--- src/sv/go_back_n_arq_sender_unit_defines.svh ---
// Assertion macros shared by the Go-Back-N ARQ sender RTL.
`ifndef GO_BACK_N_ARQ_SENDER_UNIT_DEFINES_SVH
`define GO_BACK_N_ARQ_SENDER_UNIT_DEFINES_SVH

`ifndef ASSERT_OFF
// A condition that must hold at every clock edge outside reset.
`define GBN_ASSERT(label, cond, msg) \
  label: assert property (@(posedge clk_i) disable iff (!rst_ni) (cond)) \
    else $error(msg);
// An implication checked in the same cycle.
`define GBN_ASSERT_IMPL(label, ante, cons, msg) \
  label: assert property (@(posedge clk_i) disable iff (!rst_ni) (ante) |-> (cons)) \
    else $error(msg);
`else
`define GBN_ASSERT(label, cond, msg)
`define GBN_ASSERT_IMPL(label, ante, cons, msg)
`endif

`endif

--- src/sv/gbn_arq_pkg.sv ---
// Shared types and constants of the Go-Back-N ARQ sender.
`default_nettype none

package gbn_arq_pkg;

  // Fixed field widths of the ports.
  localparam int unsigned CMD_W      = 2;
  localparam int unsigned ACK_W      = 2;
  localparam int unsigned KIND_W     = 3;
  localparam int unsigned SEQ_OUT_W  = 2;
  localparam int unsigned CNT_OUT_W  = 2;
  localparam int unsigned WIN_W      = 2;
  localparam int unsigned CFG_IDX_W  = 2;
  localparam int unsigned CFG_DATA_W = 16;

  // Most frames resent for one timer expiry.
  localparam int unsigned RESEND_MAX = 3;

  // Command codes.
  localparam logic [CMD_W-1:0] CMD_SEND = 2'd0;
  localparam logic [CMD_W-1:0] CMD_ACK  = 2'd1;
  localparam logic [CMD_W-1:0] CMD_TICK = 2'd2;

  // Result kinds.
  localparam logic [KIND_W-1:0] KIND_SENT    = 3'd0;
  localparam logic [KIND_W-1:0] KIND_RESENT  = 3'd1;
  localparam logic [KIND_W-1:0] KIND_ACK_OK  = 3'd2;
  localparam logic [KIND_W-1:0] KIND_ACK_BAD = 3'd3;
  localparam logic [KIND_W-1:0] KIND_REFUSED = 3'd4;

  // Configuration register indexes and reset values.
  localparam logic [CFG_IDX_W-1:0]  CFG_WINDOW_SIZE = 2'd0;
  localparam logic [CFG_IDX_W-1:0]  CFG_TIMEOUT     = 2'd1;
  localparam logic [WIN_W-1:0]      WIN_RESET       = 2'd3;
  localparam logic [CFG_DATA_W-1:0] TIMEOUT_RESET   = 16'd5;

  typedef enum logic {
    ALU_ADD,
    ALU_SUB
  } alu_op_e;

  typedef enum logic [2:0] {
    ST_IDLE,
    ST_CHECK,
    ST_UPDATE,
    ST_BUMP,
    ST_READ,
    ST_RESEND
  } state_e;

endpackage

`default_nettype wire

--- src/sv/gbn_arq_alu.sv ---
// Shared add/subtract unit; the carry doubles as the not-less-than flag on subtract.
`default_nettype none

module gbn_arq_alu #(
  parameter int unsigned W = 16
) (
  input  var gbn_arq_pkg::alu_op_e op_i,
  input  var logic [W-1:0]         a_i,
  input  var logic [W-1:0]         b_i,
  output var logic [W-1:0]         sum_o,
  output var logic                 carry_o
);

  logic [W-1:0] b_eff;
  logic         cin;
  logic [W:0]   total;

  // Subtraction is a plus the one's complement of b plus one.
  assign cin   = (op_i == gbn_arq_pkg::ALU_SUB);
  assign b_eff = cin ? ~b_i : b_i;
  assign total = {1'b0, a_i} + {1'b0, b_eff} + {{W{1'b0}}, cin};

  assign sum_o   = total[W-1:0];
  assign carry_o = total[W];

endmodule

`default_nettype wire

--- src/sv/gbn_arq_frame_store.sv ---
// Frame buffer indexed by sequence number, with a registered read port.
`default_nettype none

module gbn_arq_frame_store #(
  parameter int unsigned ADDR_W = 2,
  parameter int unsigned DATA_W = 16
) (
  input  var logic              clk_i,
  input  var logic              wr_en_i,
  input  var logic [ADDR_W-1:0] wr_addr_i,
  input  var logic [DATA_W-1:0] wr_data_i,
  input  var logic              rd_en_i,
  input  var logic [ADDR_W-1:0] rd_addr_i,
  output var logic [DATA_W-1:0] rd_data_o
);

  localparam int unsigned DEPTH = 1 << ADDR_W;

  logic [DATA_W-1:0] mem_q [DEPTH];
  logic [DATA_W-1:0] rd_data_q;

  always_ff @(posedge clk_i) begin
    if (wr_en_i) begin
      mem_q[wr_addr_i] <= wr_data_i;
    end
  end

  always_ff @(posedge clk_i) begin
    if (rd_en_i) begin
      rd_data_q <= mem_q[rd_addr_i];
    end
  end

  assign rd_data_o = rd_data_q;

endmodule

`default_nettype wire

--- src/sv/go_back_n_arq_sender_unit.sv ---
// Top level of the Go-Back-N ARQ sender: sequencer, state and output register.
// A send is checked against the window (a refusal is registered from the check), then is
// written to the frame store and counted before its result is registered; an ack is checked
// then applied; an expiring tick reads each frame to resend, then emits it. A new transaction
// waits until the last is done; the shared adder, single frame store read port and stalls pace them.
// Asynchronous reset empties the window, stops the timer and restores both registers.
`default_nettype none

`include "go_back_n_arq_sender_unit_defines.svh"

module go_back_n_arq_sender_unit #(
  parameter int unsigned SEQ_BITS    = 2,
  parameter int unsigned DATA_WIDTH  = 16,
  parameter int unsigned TIMER_WIDTH = 16
) (
  input  var logic                                  clk_i,
  input  var logic                                  rst_ni,
  // Input transactions.
  input  var logic                                  in_valid_i,
  output var logic                                  in_ready_o,
  input  var logic [gbn_arq_pkg::CMD_W-1:0]         command_i,
  input  var logic [DATA_WIDTH-1:0]                 payload_i,
  input  var logic [gbn_arq_pkg::ACK_W-1:0]         ack_number_i,
  // Result transactions.
  output var logic                                  out_valid_o,
  input  var logic                                  out_ready_i,
  output var logic [gbn_arq_pkg::KIND_W-1:0]        kind_o,
  output var logic [gbn_arq_pkg::SEQ_OUT_W-1:0]     seq_number_o,
  output var logic [DATA_WIDTH-1:0]                 frame_data_o,
  output var logic [gbn_arq_pkg::CNT_OUT_W-1:0]     outstanding_o,
  output var logic                                  last_o,
  // Configuration writes.
  input  var logic                                  cfg_valid_i,
  output var logic                                  cfg_ready_o,
  input  var logic [gbn_arq_pkg::CFG_IDX_W-1:0]     cfg_index_i,
  input  var logic [gbn_arq_pkg::CFG_DATA_W-1:0]    cfg_data_i
);

  // The shared unit must hold a timer count, a timeout value and a sequence
  // number with one spare bit.
  localparam int unsigned UW0 = (TIMER_WIDTH > gbn_arq_pkg::CFG_DATA_W) ?
                                TIMER_WIDTH : gbn_arq_pkg::CFG_DATA_W;
  localparam int unsigned UW  = (UW0 > SEQ_BITS) ? UW0 : SEQ_BITS + 1;

  localparam logic [SEQ_BITS-1:0]    SEQ_MAX   = '1;
  localparam logic [TIMER_WIDTH-1:0] TIMER_MAX = '1;

  // Control state.
  gbn_arq_pkg::state_e state_q, state_d;
  logic [SEQ_BITS-1:0]    base_q, base_d;
  logic [SEQ_BITS-1:0]    next_seq_q, next_seq_d;
  logic [SEQ_BITS-1:0]    in_flight_q, in_flight_d;
  logic [TIMER_WIDTH-1:0] timer_q, timer_d;
  logic                   running_q, running_d;
  logic [SEQ_BITS-1:0]    scratch_q, scratch_d;
  logic [1:0]             idx_q, idx_d;

  // Configuration registers.
  logic [gbn_arq_pkg::WIN_W-1:0]      window_size_q;
  logic [gbn_arq_pkg::CFG_DATA_W-1:0] timeout_q;

  // Captured input transaction.
  logic [gbn_arq_pkg::CMD_W-1:0] cmd_q;
  logic [DATA_WIDTH-1:0]         payload_q;
  logic [SEQ_BITS-1:0]           ack_q;

  // Output register.
  logic                                 out_valid_q;
  logic [gbn_arq_pkg::KIND_W-1:0]       kind_q;
  logic [gbn_arq_pkg::SEQ_OUT_W-1:0]    seq_q;
  logic [DATA_WIDTH-1:0]                data_q;
  logic [gbn_arq_pkg::CNT_OUT_W-1:0]    outst_q;
  logic                                 last_q;

  // Shared unit.
  gbn_arq_pkg::alu_op_e alu_op;
  logic [UW-1:0]        alu_a;
  logic [UW-1:0]        alu_b;
  logic [UW-1:0]        alu_sum;
  logic                 alu_carry;
  logic                 alu_lt;

  // Result produced by the sequencer this cycle.
  logic                           emit;
  logic [gbn_arq_pkg::KIND_W-1:0] emit_kind;
  logic [SEQ_BITS-1:0]            emit_seq;
  logic [DATA_WIDTH-1:0]          emit_data;
  logic [SEQ_BITS-1:0]            emit_outst;
  logic                           emit_last;

  // Frame store ports.
  logic                  mem_wr_en;
  logic                  mem_rd_en;
  logic [SEQ_BITS-1:0]   mem_rd_addr;
  logic [DATA_WIDTH-1:0] mem_rd_data;

  logic                in_fire;
  logic                cfg_fire;
  logic                out_free;
  logic                advance;
  logic [SEQ_BITS-1:0] win;
  logic                ack_valid;
  logic                burst_last;
  logic                burst_done;

  assign in_ready_o  = (state_q == gbn_arq_pkg::ST_IDLE);
  assign cfg_ready_o = 1'b1;
  assign in_fire     = in_valid_i && in_ready_o;
  assign cfg_fire    = cfg_valid_i && cfg_ready_o;

  // A result can be loaded when the output register is empty or is being
  // drained this cycle; otherwise the sequencer holds where it is.
  assign out_free = !out_valid_q || out_ready_i;
  assign advance  = !emit || out_free;

  // The effective window is capped at one less than the sequence space.
  always_comb begin
    if (UW'(window_size_q) > UW'(SEQ_MAX)) begin
      win = SEQ_MAX;
    end else begin
      win = SEQ_BITS'(UW'(window_size_q));
    end
  end

  // On subtract, a clear carry means a is below b.
  assign alu_lt = !alu_carry;

  // An ack is in range when its offset from the base is nonzero and no
  // larger than the number of frames outstanding.
  assign ack_valid = (scratch_q != '0) && !alu_lt;

  // A resend burst ends on the last outstanding frame or at the burst cap.
  assign burst_last = ((UW'(idx_q) + UW'(1)) == UW'(in_flight_q));
  assign burst_done = burst_last || (idx_q == 2'(gbn_arq_pkg::RESEND_MAX - 1));

  gbn_arq_alu #(
    .W (UW)
  ) u_alu (
    .op_i    (alu_op),
    .a_i     (alu_a),
    .b_i     (alu_b),
    .sum_o   (alu_sum),
    .carry_o (alu_carry)
  );

  gbn_arq_frame_store #(
    .ADDR_W (SEQ_BITS),
    .DATA_W (DATA_WIDTH)
  ) u_frame_store (
    .clk_i     (clk_i),
    .wr_en_i   (mem_wr_en),
    .wr_addr_i (next_seq_q),
    .wr_data_i (payload_q),
    .rd_en_i   (mem_rd_en),
    .rd_addr_i (mem_rd_addr),
    .rd_data_o (mem_rd_data)
  );

  // Next state of the sequencer.
  always_comb begin
    state_d = state_q;
    case (state_q)
      gbn_arq_pkg::ST_IDLE: begin
        if (in_fire) begin
          state_d = gbn_arq_pkg::ST_CHECK;
        end
      end
      gbn_arq_pkg::ST_CHECK: begin
        case (cmd_q)
          gbn_arq_pkg::CMD_SEND: begin
            state_d = alu_lt ? gbn_arq_pkg::ST_UPDATE : gbn_arq_pkg::ST_IDLE;
          end
          gbn_arq_pkg::CMD_ACK: begin
            state_d = gbn_arq_pkg::ST_UPDATE;
          end
          gbn_arq_pkg::CMD_TICK: begin
            state_d = running_q ? gbn_arq_pkg::ST_UPDATE : gbn_arq_pkg::ST_IDLE;
          end
          default: begin
            state_d = gbn_arq_pkg::ST_IDLE;
          end
        endcase
      end
      gbn_arq_pkg::ST_UPDATE: begin
        if (cmd_q == gbn_arq_pkg::CMD_SEND) begin
          state_d = gbn_arq_pkg::ST_BUMP;
        end else if (cmd_q == gbn_arq_pkg::CMD_TICK && !alu_lt && in_flight_q != '0) begin
          state_d = gbn_arq_pkg::ST_READ;
        end else begin
          state_d = gbn_arq_pkg::ST_IDLE;
        end
      end
      gbn_arq_pkg::ST_BUMP: begin
        state_d = gbn_arq_pkg::ST_IDLE;
      end
      gbn_arq_pkg::ST_READ: begin
        state_d = gbn_arq_pkg::ST_RESEND;
      end
      gbn_arq_pkg::ST_RESEND: begin
        state_d = burst_done ? gbn_arq_pkg::ST_IDLE : gbn_arq_pkg::ST_READ;
      end
      default: begin
        state_d = gbn_arq_pkg::ST_IDLE;
      end
    endcase
  end

  // Datapath controls, state updates and the result of each step.
  always_comb begin
    alu_op      = gbn_arq_pkg::ALU_ADD;
    alu_a       = '0;
    alu_b       = '0;
    emit        = 1'b0;
    emit_kind   = gbn_arq_pkg::KIND_SENT;
    emit_seq    = '0;
    emit_data   = '0;
    emit_outst  = in_flight_q;
    emit_last   = 1'b1;
    mem_wr_en   = 1'b0;
    mem_rd_en   = 1'b0;
    mem_rd_addr = '0;
    base_d      = base_q;
    next_seq_d  = next_seq_q;
    in_flight_d = in_flight_q;
    timer_d     = timer_q;
    running_d   = running_q;
    scratch_d   = scratch_q;
    idx_d       = idx_q;
    case (state_q)
      gbn_arq_pkg::ST_CHECK: begin
        case (cmd_q)
          gbn_arq_pkg::CMD_SEND: begin
            // Window check: refuse when in_flight has reached the window.
            alu_op = gbn_arq_pkg::ALU_SUB;
            alu_a  = UW'(in_flight_q);
            alu_b  = UW'(win);
            if (!alu_lt) begin
              emit      = 1'b1;
              emit_kind = gbn_arq_pkg::KIND_REFUSED;
              emit_seq  = next_seq_q;
            end
          end
          gbn_arq_pkg::CMD_ACK: begin
            // Offset of the ack from the base, modulo the sequence space.
            alu_op    = gbn_arq_pkg::ALU_SUB;
            alu_a     = UW'(ack_q);
            alu_b     = UW'(base_q);
            scratch_d = alu_sum[SEQ_BITS-1:0];
          end
          gbn_arq_pkg::CMD_TICK: begin
            // Saturating timer increment.
            alu_a = UW'(timer_q);
            alu_b = UW'(1);
            if (running_q && timer_q != TIMER_MAX) begin
              timer_d = alu_sum[TIMER_WIDTH-1:0];
            end
          end
          default: begin
            alu_op = gbn_arq_pkg::ALU_ADD;
          end
        endcase
      end
      gbn_arq_pkg::ST_UPDATE: begin
        case (cmd_q)
          gbn_arq_pkg::CMD_SEND: begin
            mem_wr_en  = 1'b1;
            alu_a      = UW'(next_seq_q);
            alu_b      = UW'(1);
            next_seq_d = alu_sum[SEQ_BITS-1:0];
            scratch_d  = next_seq_q;
          end
          gbn_arq_pkg::CMD_ACK: begin
            alu_op    = gbn_arq_pkg::ALU_SUB;
            alu_a     = UW'(in_flight_q);
            alu_b     = UW'(scratch_q);
            emit      = 1'b1;
            if (ack_valid) begin
              base_d      = ack_q;
              in_flight_d = alu_sum[SEQ_BITS-1:0];
              timer_d     = '0;
              running_d   = (alu_sum[SEQ_BITS-1:0] != '0);
              emit_kind   = gbn_arq_pkg::KIND_ACK_OK;
              emit_seq    = ack_q;
              emit_outst  = alu_sum[SEQ_BITS-1:0];
            end else begin
              emit_kind = gbn_arq_pkg::KIND_ACK_BAD;
              emit_seq  = base_q;
            end
          end
          gbn_arq_pkg::CMD_TICK: begin
            // Expiry when the count has reached the timeout.
            alu_op = gbn_arq_pkg::ALU_SUB;
            alu_a  = UW'(timer_q);
            alu_b  = UW'(timeout_q);
            if (!alu_lt) begin
              timer_d = '0;
              idx_d   = '0;
              if (in_flight_q == '0) begin
                running_d = 1'b0;
              end
            end
          end
          default: begin
            alu_op = gbn_arq_pkg::ALU_ADD;
          end
        endcase
      end
      gbn_arq_pkg::ST_BUMP: begin
        alu_a       = UW'(in_flight_q);
        alu_b       = UW'(1);
        in_flight_d = alu_sum[SEQ_BITS-1:0];
        if (!running_q) begin
          running_d = 1'b1;
          timer_d   = '0;
        end
        emit       = 1'b1;
        emit_kind  = gbn_arq_pkg::KIND_SENT;
        emit_seq   = scratch_q;
        emit_data  = payload_q;
        emit_outst = alu_sum[SEQ_BITS-1:0];
      end
      gbn_arq_pkg::ST_READ: begin
        // Slot of the next frame to resend, modulo the sequence space.
        alu_a       = UW'(base_q);
        alu_b       = UW'(idx_q);
        mem_rd_en   = 1'b1;
        mem_rd_addr = alu_sum[SEQ_BITS-1:0];
        scratch_d   = alu_sum[SEQ_BITS-1:0];
      end
      gbn_arq_pkg::ST_RESEND: begin
        emit      = 1'b1;
        emit_kind = gbn_arq_pkg::KIND_RESENT;
        emit_seq  = scratch_q;
        emit_data = mem_rd_data;
        emit_last = burst_last;
        idx_d     = idx_q + 2'd1;
      end
      default: begin
        alu_op = gbn_arq_pkg::ALU_ADD;
      end
    endcase
  end

  always_ff @(posedge clk_i or negedge rst_ni) begin
    if (!rst_ni) begin
      state_q     <= gbn_arq_pkg::ST_IDLE;
      base_q      <= '0;
      next_seq_q  <= '0;
      in_flight_q <= '0;
      timer_q     <= '0;
      running_q   <= 1'b0;
      scratch_q   <= '0;
      idx_q       <= '0;
    end else if (advance) begin
      state_q     <= state_d;
      base_q      <= base_d;
      next_seq_q  <= next_seq_d;
      in_flight_q <= in_flight_d;
      timer_q     <= timer_d;
      running_q   <= running_d;
      scratch_q   <= scratch_d;
      idx_q       <= idx_d;
    end
  end

  always_ff @(posedge clk_i or negedge rst_ni) begin
    if (!rst_ni) begin
      window_size_q <= gbn_arq_pkg::WIN_RESET;
      timeout_q     <= gbn_arq_pkg::TIMEOUT_RESET;
    end else if (cfg_fire) begin
      case (cfg_index_i)
        gbn_arq_pkg::CFG_WINDOW_SIZE: begin
          window_size_q <= cfg_data_i[gbn_arq_pkg::WIN_W-1:0];
        end
        gbn_arq_pkg::CFG_TIMEOUT: begin
          timeout_q <= cfg_data_i;
        end
        default: begin
          timeout_q <= timeout_q;
        end
      endcase
    end
  end

  // The input transaction is held for the whole of its sequence.
  always_ff @(posedge clk_i) begin
    if (in_fire) begin
      cmd_q     <= command_i;
      payload_q <= payload_i;
      ack_q     <= SEQ_BITS'(UW'(ack_number_i));
    end
  end

  always_ff @(posedge clk_i or negedge rst_ni) begin
    if (!rst_ni) begin
      out_valid_q <= 1'b0;
    end else if (emit && out_free) begin
      out_valid_q <= 1'b1;
    end else if (out_ready_i) begin
      out_valid_q <= 1'b0;
    end
  end

  always_ff @(posedge clk_i) begin
    if (emit && out_free) begin
      kind_q  <= emit_kind;
      seq_q   <= gbn_arq_pkg::SEQ_OUT_W'(UW'(emit_seq));
      data_q  <= emit_data;
      outst_q <= gbn_arq_pkg::CNT_OUT_W'(UW'(emit_outst));
      last_q  <= emit_last;
    end
  end

  assign out_valid_o   = out_valid_q;
  assign kind_o        = kind_q;
  assign seq_number_o  = seq_q;
  assign frame_data_o  = data_q;
  assign outstanding_o = outst_q;
  assign last_o        = last_q;

  // Between transactions the outstanding count matches the distance from
  // the window base to the next sequence number.
  `GBN_ASSERT_IMPL(a_window_consistent, state_q == gbn_arq_pkg::ST_IDLE, SEQ_BITS'(next_seq_q - base_q) == in_flight_q, "in_flight disagrees with next_seq - base")

  // Frames in flight always have the retransmit timer running.
  `GBN_ASSERT_IMPL(a_timer_runs, state_q == gbn_arq_pkg::ST_IDLE && in_flight_q != '0, running_q, "frames outstanding with the timer stopped")

  // A resend burst never goes past its cap.
  `GBN_ASSERT(a_burst_cap, state_q != gbn_arq_pkg::ST_RESEND || idx_q != 2'd3, "resend index beyond the burst cap")

endmodule

`default_nettype wire
--- config.mk ---
export PLATFORM = sky130hd
export DESIGN_NAME = go_back_n_arq_sender_unit
export DESIGN_NICKNAME = d
export VERILOG_FILES = /design/src/sv/gbn_arq_pkg.sv /design/src/sv/gbn_arq_alu.sv /design/src/sv/gbn_arq_frame_store.sv /design/src/sv/go_back_n_arq_sender_unit.sv
export VERILOG_INCLUDE_DIRS = /design/src /design/src/sv
export SDC_FILE = /design/constraint.sdc
export NUM_CORES = 1
export LEC_CHECK = 0
export ABC_AREA = 1
export BUFFER_PORTS_ARGS = -buffer_cell sky130_fd_sc_hd__buf_2
export CAP_MARGIN = 20
export CORE_ASPECT_RATIO = 1.75
export CORE_UTILIZATION = 40
export DETAILED_ROUTE_END_ITERATION = 7
export GPL_ROUTABILITY_DRIVEN = 0
export HOLD_SLACK_MARGIN = 0.12
export PLACE_DENSITY_LB_ADDON = 0.2
export SLEW_MARGIN = 20
export SYNTH_ARGS = -nofsm -noshare
export SYNTH_HDL_FRONTEND = slang
export SYNTH_HIERARCHICAL = 1
export SYNTH_SLANG_ARGS = --single-unit
--- constraint.sdc ---
create_clock -name clk_i -period 7.3 [get_ports clk_i]
set_clock_uncertainty 0.2 [all_clocks]
set_input_delay 0.73 -clock clk_i [delete_from_list [all_inputs] [get_ports clk_i]]
set_output_delay 0.73 -clock clk_i [all_outputs]
set_load 0.005 [all_outputs]
==> summary.md, run 1 <==
| Metric | Value |
|---|---|
| Status | `complete, no violations` |
| Effective utilization at floorplan | `0.4100` |
| TNS Setup | `0 ns` |
| Crit path buf inv count | `4` |
| Number of H-tree levels | `4` |
| Pleak | `4.683 nW` |
| Iteration-0 DRC Markers | `between 400 and 500` |
| Fin crit period | `5.553 ns` |
| Drt drc | `0` |
| Mean Syn Cell Area | `a little over 9 um^2` |
| Relative slew slack | `0.3482` |
| Yosys top cell area share | `0.4207` |
| Critical setup path kind | `reg -> reg` |
| Post-synth top cells | `nand2_1, inv_1, edfxtp_1` |
| Psw | `approximately 1.1 mW` |
| RSZ-0062 raised after global routing | `no` |
| Routed met2 length | `12710 um` |
| DRT antenna net count | `0` |
| Area Growth Syn to Fin | `13.78%` |
| Worst Setup Start Kind | `flip-flop` |
| Critical Path Slowest Stage Cell | `a221o_1` |
| Max Fanout on Critical Path | `16` |
| Grt ovf | `0` |
| Die height | `198.8 um` |
| Slew Limit Fails | `0` |
| GRT Overall Usage | `0.2091` |
| Die area | `22750 um^2` |
| Largest net degree at the start of global routing | `50` |
| Max clock buf depth | `2` |
| Dpl hpwl | `~16000 um` |
| Vias after detailed routing | `6608` |
| Hold_buf cts | `0` |
| Die X | `between 100 and 150 um` |
| Asr flop ratio synth | `0.2832` |
| Combinational share of power | `0.279` |
| Total power | `3.103 mW` |
| Post-synth EDFFs | `124` |
| Clock share of power | `0.289` |
| Wire length per cell | `16.53 um` |
| Max Used Layer | `met4` |
| Critical Path Max Stage Delay | `0.82 ns` |
| Cells resized by post-CTS repair | `0` |
| Req. time, crit path | `7.47 ns` |
| Core area | `21590 um^2` |
| Antenna diode count | `0` |
| #FFs+latches synth | `approximately 170` |
| Cell Area, Synth | `around 9000 um^2` |
| Min-Delay Path Class | `in -> async` |
| Metal3 WL | `573 um` |
| First-pass GRT wire length | `35050 um` |
| Sequential area share after synthesis | `0.5598` |
| Most frequent cell after synthesis | `nand2_1` |
| Hold Vio Cnt, Final | `0` |
| Share of cells above drive strength 1 | `0.1431` |
| TritonRoute pass-1 iters | `4` |
| Vias in the first global route | `6647` |
| Postcts setup bufs | `0` |
| Layout Nets | `1108` |
| Cells after Synth | `973` |
| CP cell instances | `inv_1 -> ha_1 -> inv_1 -> nor2_1 -> a221o_1 -> xnor2_1 -> fa_1 -> o21ai_2 -> nand4_1 -> nand3_1 -> nand2_1 -> nand2_1 -> inv_1 -> nor2_1 -> inv_1 -> nand2_1 -> nand3_1 -> a21oi_2 -> nand3_1 -> nand2_1` |
| Worst-path clk slew | `0.07 ns` |
| Main synth FF type | `edfxtp_1` |
| Crit. End Element | `flip-flop` |
| Initial antenna violation count | `0` |
| Final setup fails | `0` |
| Maximum operating frequency | `180.1 MHz` |
| Peak supply drop | `0.1584 mV` |
| Critical path's top delay family | `compound AO/OA/AOI/OAI gates` |
| Pwr/cell area | `308.1 nW/um^2` |
| Cell variety after synth | `46` |
| Number of buffers created by CTS | `17` |
| Final WL | `22270 um` |
| DRT met1 WL | `7816 um` |
| Syn nets | `1039` |
| Via density | `approximately 4.9` |
| Port bufs | `just under 70` |
| Pint | `around 2.0 mW` |
| CTS root buf | `clkbuf_16` |
| Top cells by area, synth | `edfxtp_1, dfrtp_1, nand2_1, inv_1, nand3_1` |
| Hold slack | `0.1943 ns` |
| Max-cap violation count | `0` |
| Sw Ratio | `0.3517` |
| Area leader, netlist | `edfxtp_1` |
| Critical Path AT | `5.72 ns` |
| Ports | `70` |
| Layout Utilization | `0.4665` |
| Clk_lat worst skew | `0.43 ns` |
| CTS tree | `done` |
| Reg power frac | `0.432` |
| Std cell rows | `71` |
| Ys Warns | `6` |
| Period utilization | `0.7607` |
| Num Clock Sinks | `~170` |
| Worst Max-Slew Pin Slew | `0.9774 ns` |
## layout make-up
| cell class | count | area [um^2] |
|---|---|---|
| multi-input cells | 613 | 3148 |
| inverters | 159 | 599.3 |
| repair buffers | 78 | 422.9 |
| well taps | 292 | 365.4 |
| clock buffers | 19 | 442.9 |
| clock inverters | 13 | 137.6 |
| flip-flops and latches | 173 | 4955 |
| fillers | 2128 | 11520 |
## power groups by stage
stage / clock network [mW] / registers (mW) / logic, mW
floorplan: 0 / 1.31 / 0.615
global placement: 0 / 1.36 / 0.859
detailed placement: 0 / 1.36 / 0.868
CTS: 0.916 / 1.34 / 0.872
global route: 0.953 / 1.36 / 0.978
finish: 0.896 / 1.34 / 0.865
## placed cells by master (no fill, tap or decap), types with 2 or more instances in the layout
| cell type | synthesis | layout |
|---|---|---|
| o211ai_2 | 2 | 2 |
| clkbuf_16 | 0 | 17 |
| nor2_1 | 97 | 94 |
| a21o_1 | 2 | 2 |
| clkinv_1 | 2 | 3 |
| dfrtp_1 | 45 | 45 |
| nor2_2 | 1 | 3 |
| edfxtp_1 | 124 | 124 |
| clkinv_2 | 0 | 3 |
| nor3_2 | 1 | 6 |
| nand3_2 | 6 | 6 |
| and2_1 | 2 | 2 |
| inv_6 | 0 | 3 |
| bufinv_16 | 0 | 2 |
| xnor2_1 | 3 | 3 |
| o211ai_1 | 4 | 4 |
| inv_1 | 152 | 152 |
| buf_4 | 6 | 9 |
| nand2_2 | 8 | 8 |
| nand2_1 | 263 | 263 |
| ha_1 | 22 | 22 |
| o21ai_0 | 31 | 31 |
| nor2_4 | 1 | 2 |
| a22o_1 | 17 | 17 |
| buf_2 | 5 | 68 |
| a21oi_1 | 31 | 31 |
| a31oi_1 | 2 | 2 |
| clkinv_4 | 0 | 2 |
| a21oi_2 | 2 | 2 |
| xor2_1 | 22 | 22 |
| nand4_1 | 2 | 2 |
| inv_2 | 4 | 4 |
| nand3_1 | 74 | 74 |
| nand2_4 | 2 | 2 |
| clkinvlp_4 | 0 | 2 |
| dfstp_2 | 4 | 4 |
## stage by stage
stage / instance area, um^2 / instances / worst slack [ns]
after CTS: 10060 / 1346 / 1.733
after global placement: 9475 / 1314 / 1.827
after detailed placement: 9475 / 1314 / 1.767
final: 10070 / 1347 / 1.747
after floorplan: 8851 / 973 / 1.894
after global routing: 10070 / 1347 / 1.270
## cell families after synthesis
group,count (synthesis),synth area share
and+or+nand+nor,465,0.2217
buffers and inverters,187,0.08878
other,1,0.0004237
AOI/OAI and AO/OA,99,0.07125
DFF,173,0.5598
adders and majority gates,23,0.03336
xor gates and xnor gates,25,0.02474
## routing by layer
layer  up-vias  global-route usage
li1       3266                   -
met1      3147              0.1984
met2       135              0.4088
met3        60             0.03595
met4         0              0.1246
met5         -                   0
## flip-flops by register name, summed over array words and instances (netlist names), 3 cells and up
register	cells
state_q	3
payload_q	16
timer_q	16
timeout_q	16
u_frame_store/mem_q	64
kind_o	3
frame_data_o	16
u_frame_store/rd_data_o	16
## path summary, 6_finish.rpt
kind	depth (start not counted)	endpoint	startpoint	slack, ns
max in group asynchronous	2	timer_q[14]	rst_ni	6.23
worst min register to register	2	timeout_q[2]	timeout_q[2]	0.28
worst min-delay path	2	timeout_q[6]	rst_ni	0.19
worst max register to register	20	timer_q[0]	cmd_q[1]	1.75
worst max-delay path	20	timer_q[0]	cmd_q[1]	1.75
min in group clk_i	1	payload_q[6]	payload_i[6]	0.27
Note: power is estimated with default switching activity, not from simulation.
==> run 2: changes to the inputs <==
==> constraint.sdc (replaced) <==
create_clock -name clk_i -period 5.3 [get_ports clk_i]
set_clock_uncertainty 0.2 [all_clocks]
set_input_delay 0.53 -clock clk_i [delete_from_list [all_inputs] [get_ports clk_i]]
set_output_delay 0.53 -clock clk_i [all_outputs]
set_load 0.005 [all_outputs]
==> summary.md, run 2 (synthesis results as in run 1) <==
| Metric | Value |
|---|---|
| Number of H-tree levels | `4` |
| Internal reg-to-reg setup slack | `0.55 ns` |
| Die X | `approximately 110 um` |
| Core area | `21590 um^2` |
| CP Depth | `25` |
| Std cell rows | `between 70 and 80` |
| Port bufs | `68` |
| TNS Setup | `0 ns` |
| Grt ovf | `0` |
| Wire length per cell | `16.46 um` |
| Reg with most FFs | `u_frame_store/mem_q` |
| GRT Overall Usage | `0.2090` |
| Initial antenna violation count | `0` |
| Final WL | `22640 um` |
| Status | `complete, no violations` |
| Crit path buf inv count | `5` |
| Max-cap violation count | `0` |
| Postcts setup bufs | `0` |
| Critical path's top delay family | `simple AND/OR/NAND/NOR gates` |
| CP endpoint | `timer_q[3]` |
| Num Clock Sinks | `roughly 170` |
| TritonRoute pass-1 iters | `5` |
| Pleak | `4.802 nW` |
| Hold Vio Cnt, Final | `0` |
| Iteration-0 DRC Markers | `around 410` |
| DRT antenna net count | `0` |
| Antenna diode count | `0` |
| Max clock buf depth | `2` |
| Max Fanout on Critical Path | `16` |
| Largest net degree at the start of global routing | `50` |
| Req. time, crit path | `between 5 and 6 ns` |
| Ports | `70` |
| Die height | `a little under 200 um` |
| Vias in the first global route | `between 6000 and 7000` |
| Area Growth Syn to Fin | `16.89%` |
| Most frequent cells in the layout | `nand2_1, inv_1, edfxtp_1` |
| Critical Path Max Stage Delay | `0.44 ns` |
| Reg area | `4955 um^2` |
| Min-Delay Path Class | `in -> reg` |
| First-pass GRT wire length | `34560 um` |
| Slew Limit Fails | `0` |
| Worst Setup Start Kind | `flip-flop` |
| Final setup fails | `0` |
| Footprint of the multi-input gates | `3151 um^2` |
| Fillers | `between 2000 and 2500` |
| Clk_lat worst skew | `0.43 ns` |
| Critical Path AT | `around 4.9 ns` |
| Dpl hpwl | `approximately 16000 um` |
| RR Endpoint | `timer_q[3]` |
| Worst-path clk slew | `roughly 0.07 ns` |
| Fin crit period | `4.747 ns` |
| Max FFs per register | `64` |
| CTS tree | `done` |
| Hold slack | `0.1414 ns` |
| Number of buffers created by CTS | `17` |
| Pwr/cell area | `417.5 nW/um^2` |
| Pre-CTS setup slack | `0.4218 ns` |
| CP startpoint | `cmd_q[1]` |
| Worst Max-Slew Pin Slew | `approximately 0.87 ns` |
| CP most frequent cell | `nand2_1` |
| Commonest non-fill, non-tap cell in the layout | `nand2_1` |
| Peak supply drop | `roughly 0.23 mV` |
| Relative slew slack | `0.4218` |
| Critical Path Slowest Stage Cell | `edfxtp_1` |
| Period utilization | `0.8956` |
| RSZ-0062 raised after global routing | `no` |
| CTS root buf | `clkbuf_16` |
| Share of cells above drive strength 1 | `0.1459` |
| Vias after detailed routing | `6722` |
| Layout Nets | `1136` |
| Reg2Reg Depth | `25` |
| Die area | `22750 um^2` |
| Maximum operating frequency | `around 210 MHz` |
| RR Startpoint | `cmd_q[1]` |
| Final WS setup | `0.5533 ns` |
| Via density | `4.889` |
| Effective utilization at floorplan | `0.4100` |
| Crit. End Element | `flip-flop` |
| Critical setup path kind | `reg -> reg` |
| Drt drc | `0` |
==> run 2: cell types whose count changed in the layout (fill, tap and decap cells not counted), sizes merged <==
cell,delta
buf,+6
clkbuf,+1
clkinv,-3
clkinvlp,+2
dlygate4sd3,+22
==> run 2: power by group <==
part	switching (mW)	leakage, nW	internal, mW	total (mW)
combinational	0.824	2.79	0.403	1.23
clock	0.524	0.279	0.722	1.25
sequential	0.162	1.73	1.68	1.85
total	1.51	4.80	2.81	4.32
==> run 2: final cells by class <==
class	instances	area share
clock inverters	12	0.01306
clock buffers	20	0.04414
well taps	292	0.03531
flip-flops and latches	173	0.4789
multi-input cells	613	0.3045
inverters	159	0.05793
repair buffers	106	0.06615
==> run 2: worst register-to-register path, cell delays in order, from the launching register on <==
cell and delay (ns):
edfxtp_1 0.44, inv_1 0.11, ha_1 0.40, inv_1 0.11
nor2_1 0.32, nand2_1 0.12, nand3_1 0.10, nand2_1 0.05
o211ai_1 0.12, nand2_1 0.13, nand2_4 0.10, inv_1 0.05
fa_1 0.41, o21ai_2 0.24, nand4_1 0.14, nand3_1 0.11
nand2_1 0.05, nand2_1 0.17, inv_1 0.08, nor2_1 0.22
inv_1 0.10, nand2_1 0.13, nand3_1 0.15, a21oi_4 0.38
nand3_1 0.12, nand2_1 0.10
==> run 2: stage by stage <==
| step | utilization | cells | instance area (um^2) | power (mW) |
|---|---|---|---|---|
| 2_1_floorplan | - | 973 | 8853 | 2.649 |
| 3_3_place_gp | 0.4407 | 1320 | 9513 | 3.080 |
| 3_5_place_dp | 0.4407 | 1320 | 9513 | 3.088 |
| 4_1_cts | 0.4783 | 1374 | 10320 | 4.354 |
| 5_1_grt | 0.4793 | 1375 | 10350 | 4.558 |
| 6_report | 0.4793 | 1375 | 10350 | 4.319 |
==> run 2: how the worst min path moves through the flow <==
stage	from	to	slack [ns]	depth (start not counted)
floorplan	rst_ni	base_q[0]	0.03	0
global placement	timeout_q[13]	timeout_q[13]	0.29	2
detailed placement	timer_q[9]	timer_q[9]	0.29	2
CTS	cfg_data_i[13]	timeout_q[13]	0.13	3
global route	cfg_data_i[10]	timeout_q[10]	0.15	3
finish	cfg_data_i[4]	timeout_q[4]	0.14	3
==> run 2: per-layer routing <==
metal	global-route usage	vias to the layer above	part of all wire
li1	-	3320	-
met1	0.1899	3197	0.34
met2	0.4092	135	0.57
met3	0.03931	70	0.024
met4	0.1376	0	0.063
met5	0	-	0
==> run 2: what timing repair did <==
item                                   in CTS  in global routing
endpoints found under the hold margin      66                  0
hold buffers                               22                  0
setup endpoints to repair                   0                 16
resized for setup                           0                  2
==> run 3: changes to the inputs <==
--- a/config.mk
+++ b/config.mk
@@ -6,10 +6,10 @@
 export SDC_FILE = /design/constraint.sdc
 export NUM_CORES = 1
 export LEC_CHECK = 0
-export ABC_AREA = 1
 export BUFFER_PORTS_ARGS = -buffer_cell sky130_fd_sc_hd__buf_2
 export CAP_MARGIN = 20
 export CORE_ASPECT_RATIO = 1.75
+export CORE_MARGIN = 2
 export CORE_UTILIZATION = 40
 export DETAILED_ROUTE_END_ITERATION = 7
 export GPL_ROUTABILITY_DRIVEN = 0
==> summary.md, run 3 <==
| Metric | Value |
|---|---|
| Status | `complete, no violations` |
| Commonest non-fill, non-tap cell in the layout | `edfxtp_1` |
| CTS root buf | `clkbuf_16` |
| Fillers | `1773` |
| Internal reg-to-reg setup slack | `0.23 ns` |
| Most frequent cell after synthesis | `edfxtp_1` |
| Post-synth top cells | `edfxtp_1, dfrtp_1, and2_1` |
| Layout Nets | `768` |
| GRT Overall Usage | `0.1755` |
| Worst Max-Slew Pin Slew | `0.9761 ns` |
| Effective utilization at floorplan | `0.4044` |
| Antenna diode count | `0` |
| Area leader, netlist | `edfxtp_1` |
| Initial antenna violation count | `0` |
| Die X | `112.0 um` |
| Clk_lat worst skew | `0.43 ns` |
| Worst-path clk slew | `0.07 ns` |
| First-pass GRT wire length | `28630 um` |
| Slew Limit Fails | `0` |
| Ys Warns | `6` |
| Std cell rows | `between 60 and 70` |
| Max clock buf depth | `2` |
| Max-cap violation count | `0` |
| Most frequent cells in the layout | `edfxtp_1, buf_2, dfrtp_1` |
| Largest family of logic cells by synthesized area | `compound AO/OA/AOI/OAI gates` |
| Area Growth Syn to Fin | `21.72%` |
| Ports | `70` |
| Port bufs | `68` |
| Wire length per cell | `19.18 um` |
| Post-synthesis compound-gate area fraction | `0.1101` |
| Asr flop ratio synth | `0.2832` |
| Number of H-tree levels | `4` |
| TNS Setup | `0 ns` |
| Dpl hpwl | `13320 um` |
| Fin crit period | `5.075 ns` |
| Hold Vio Cnt, Final | `0` |
| Period utilization | `0.9575` |
| Final setup fails | `0` |
| Critical setup path kind | `reg -> reg` |
| Vias in the first global route | `between 5000 and 6000` |
| Adder-Cell Fraction of Synth Area | `0.03615` |
| Critical Path AT | `5.18 ns` |
| #FFs+latches synth | `173` |
| Req. time, crit path | `roughly 5.4 ns` |
| Iteration-0 DRC Markers | `around 300` |
| Mean Syn Cell Area | `14.41 um^2` |
| CTS tree | `done` |
| RSZ-0062 raised after global routing | `no` |
| Drt drc | `0` |
| Share of cells above drive strength 1 | `0.2867` |
| Yosys top cell area share | `0.4558` |
| Die height | `193.1 um` |
| Sequential area share after synthesis | `0.6065` |
| Cell variety after synth | `69` |
| Largest net degree at the start of global routing | `50` |
| Main synth FF type | `edfxtp_1` |
| Min-Delay Path Class | `in -> reg` |
| Post-synth EDFFs | `124` |
| Reg with most FFs | `u_frame_store/mem_q` |
| Relative slew slack | `0.3486` |
| Syn nets | `633` |
| Pleak | `3.996 nW` |
| Top cells by area, synth | `edfxtp_1, dfrtp_1, mux2_2, a22o_1, ha_1` |
| Post-synthesis mux area share | `0.09435` |
| Number of buffers created by CTS | `17` |
| Vias after detailed routing | `5247` |
| Max FFs per register | `64` |
| Peak supply drop | `approximately 0.30 mV` |
| TritonRoute pass-1 iters | `5` |
| Via density | `5.449` |
| Cells after Synth | `567` |
| DRT antenna net count | `0` |
| Final WL | `18470 um` |
| Cell Area, Synth | `8169 um^2` |
| Core area | `20200 um^2` |
| Worst Setup Start Kind | `flip-flop` |
| Pwr/cell area | `421.3 nW/um^2` |
| Max Fanout on Critical Path | `8` |
| Xor-xnor portion of the synthesized cell area | `0.03324` |
| Simple-gate share of the synthesized area | `0.09205` |
| Hold slack | `about 0.14 ns` |
| Die area | `21630 um^2` |
| Num Clock Sinks | `173` |
| Crit. End Element | `flip-flop` |
| Maximum operating frequency | `197.1 MHz` |
| Grt ovf | `0` |
[run 3: metal layers]
| metal | routed length [um] | GRT usage | up-vias |
|---|---|---|---|
| met1 | 6718 | 0.1725 | 2629 |
| met5 | 0 | 0 | - |
| li1 | - | - | 2431 |
| met2 | 10460 | 0.3441 | 146 |
| met4 | 694 | 0.09193 | 0 |
| met3 | 590 | 0.03345 | 41 |
[run 3: cells by family (layout without fill, tap and decap cells)]
kind of cell    Yosys count  in the layout
fa+ha+maj                23             23
other cells               1              1
compound gates          118            118
buf+inv                  39            187
flops                   173            173
xor+xnor                 31             31
mux                      51             51
simple gates            131            131
[run 3: worst paths after layout]
path | start | end | depth (start not counted)
worst max-delay path | cmd_q[0] | scratch_q[0] | 22
worst min-delay path | cfg_data_i[6] | timeout_q[6] | 2
worst max register to register | cmd_q[0] | scratch_q[0] | 22
worst min register to register | timeout_q[5] | timeout_q[5] | 1
max in group asynchronous | rst_ni | timeout_q[5] | 3
min in group asynchronous | rst_ni | base_q[0] | 3
[run 3: final cells by class]
class | instances | area [um^2] | area share
clock inverter | 15 | 160.2 | 0.01611
tap | 248 | 310.3 | 0.03121
timing repair buffer | 144 | 1026 | 0.1032
multi-input combinational | 355 | 3025 | 0.3043
inverter | 11 | 41.29 | 0.004153
sequential | 173 | 4955 | 0.4983
clock buffer | 17 | 425.4 | 0.04278
[run 3: timing repair]
item / in CTS / in global routing
resized for setup: 0 / 4
setup endpoints to repair: 0 / 26
setup buffers: 0 / 2
endpoints found under the hold margin: 75 / 0
hold buffers: 31 / 0
[run 3: critical path, stage by stage (launching register included)]
cell and delay, ns:
edfxtp_1 0.38, inv_1 0.09, ha_1 0.29, buf_4 0.18, a22oi_1 0.15, nor2_1 0.06
a21oi_1 0.15, nor2_1 0.08, a221o_1 0.33, mux2i_1 0.23, fa_1 0.25, and2b_1 0.20
o2111ai_1 0.24, a21boi_1 0.14, a221oi_2 0.32, o21ai_1 0.12, a21o_2 0.28, a211oi_2 0.19
or3_4 0.16, buf_4 0.15, nor2_4 0.08, a211oi_4 0.31, mux2_2 0.38
[run 3: metrics by stage]
step	worst slack [ns]	total power, mW	util	instances	instance area, um^2
2_1_floorplan	0.2644	2.523	-	567	8172
3_3_place_gp	0.2564	2.935	0.4456	898	9001
3_5_place_dp	0.1640	2.967	0.4456	898	9001
4_1_cts	0.1266	4.231	0.4899	961	9897
5_1_grt	0.01826	4.404	0.4922	963	9943
6_report	0.2253	4.190	0.4922	963	9943
[run 3: power breakdown]
group	total [mW]	leakage, nW	switching (mW)	internal, mW
registers	1.85	1.74	0.177	1.67
logic	1.11	1.97	0.602	0.505
clock network	1.23	0.289	0.530	0.703
total	4.19	4.00	1.31	2.88
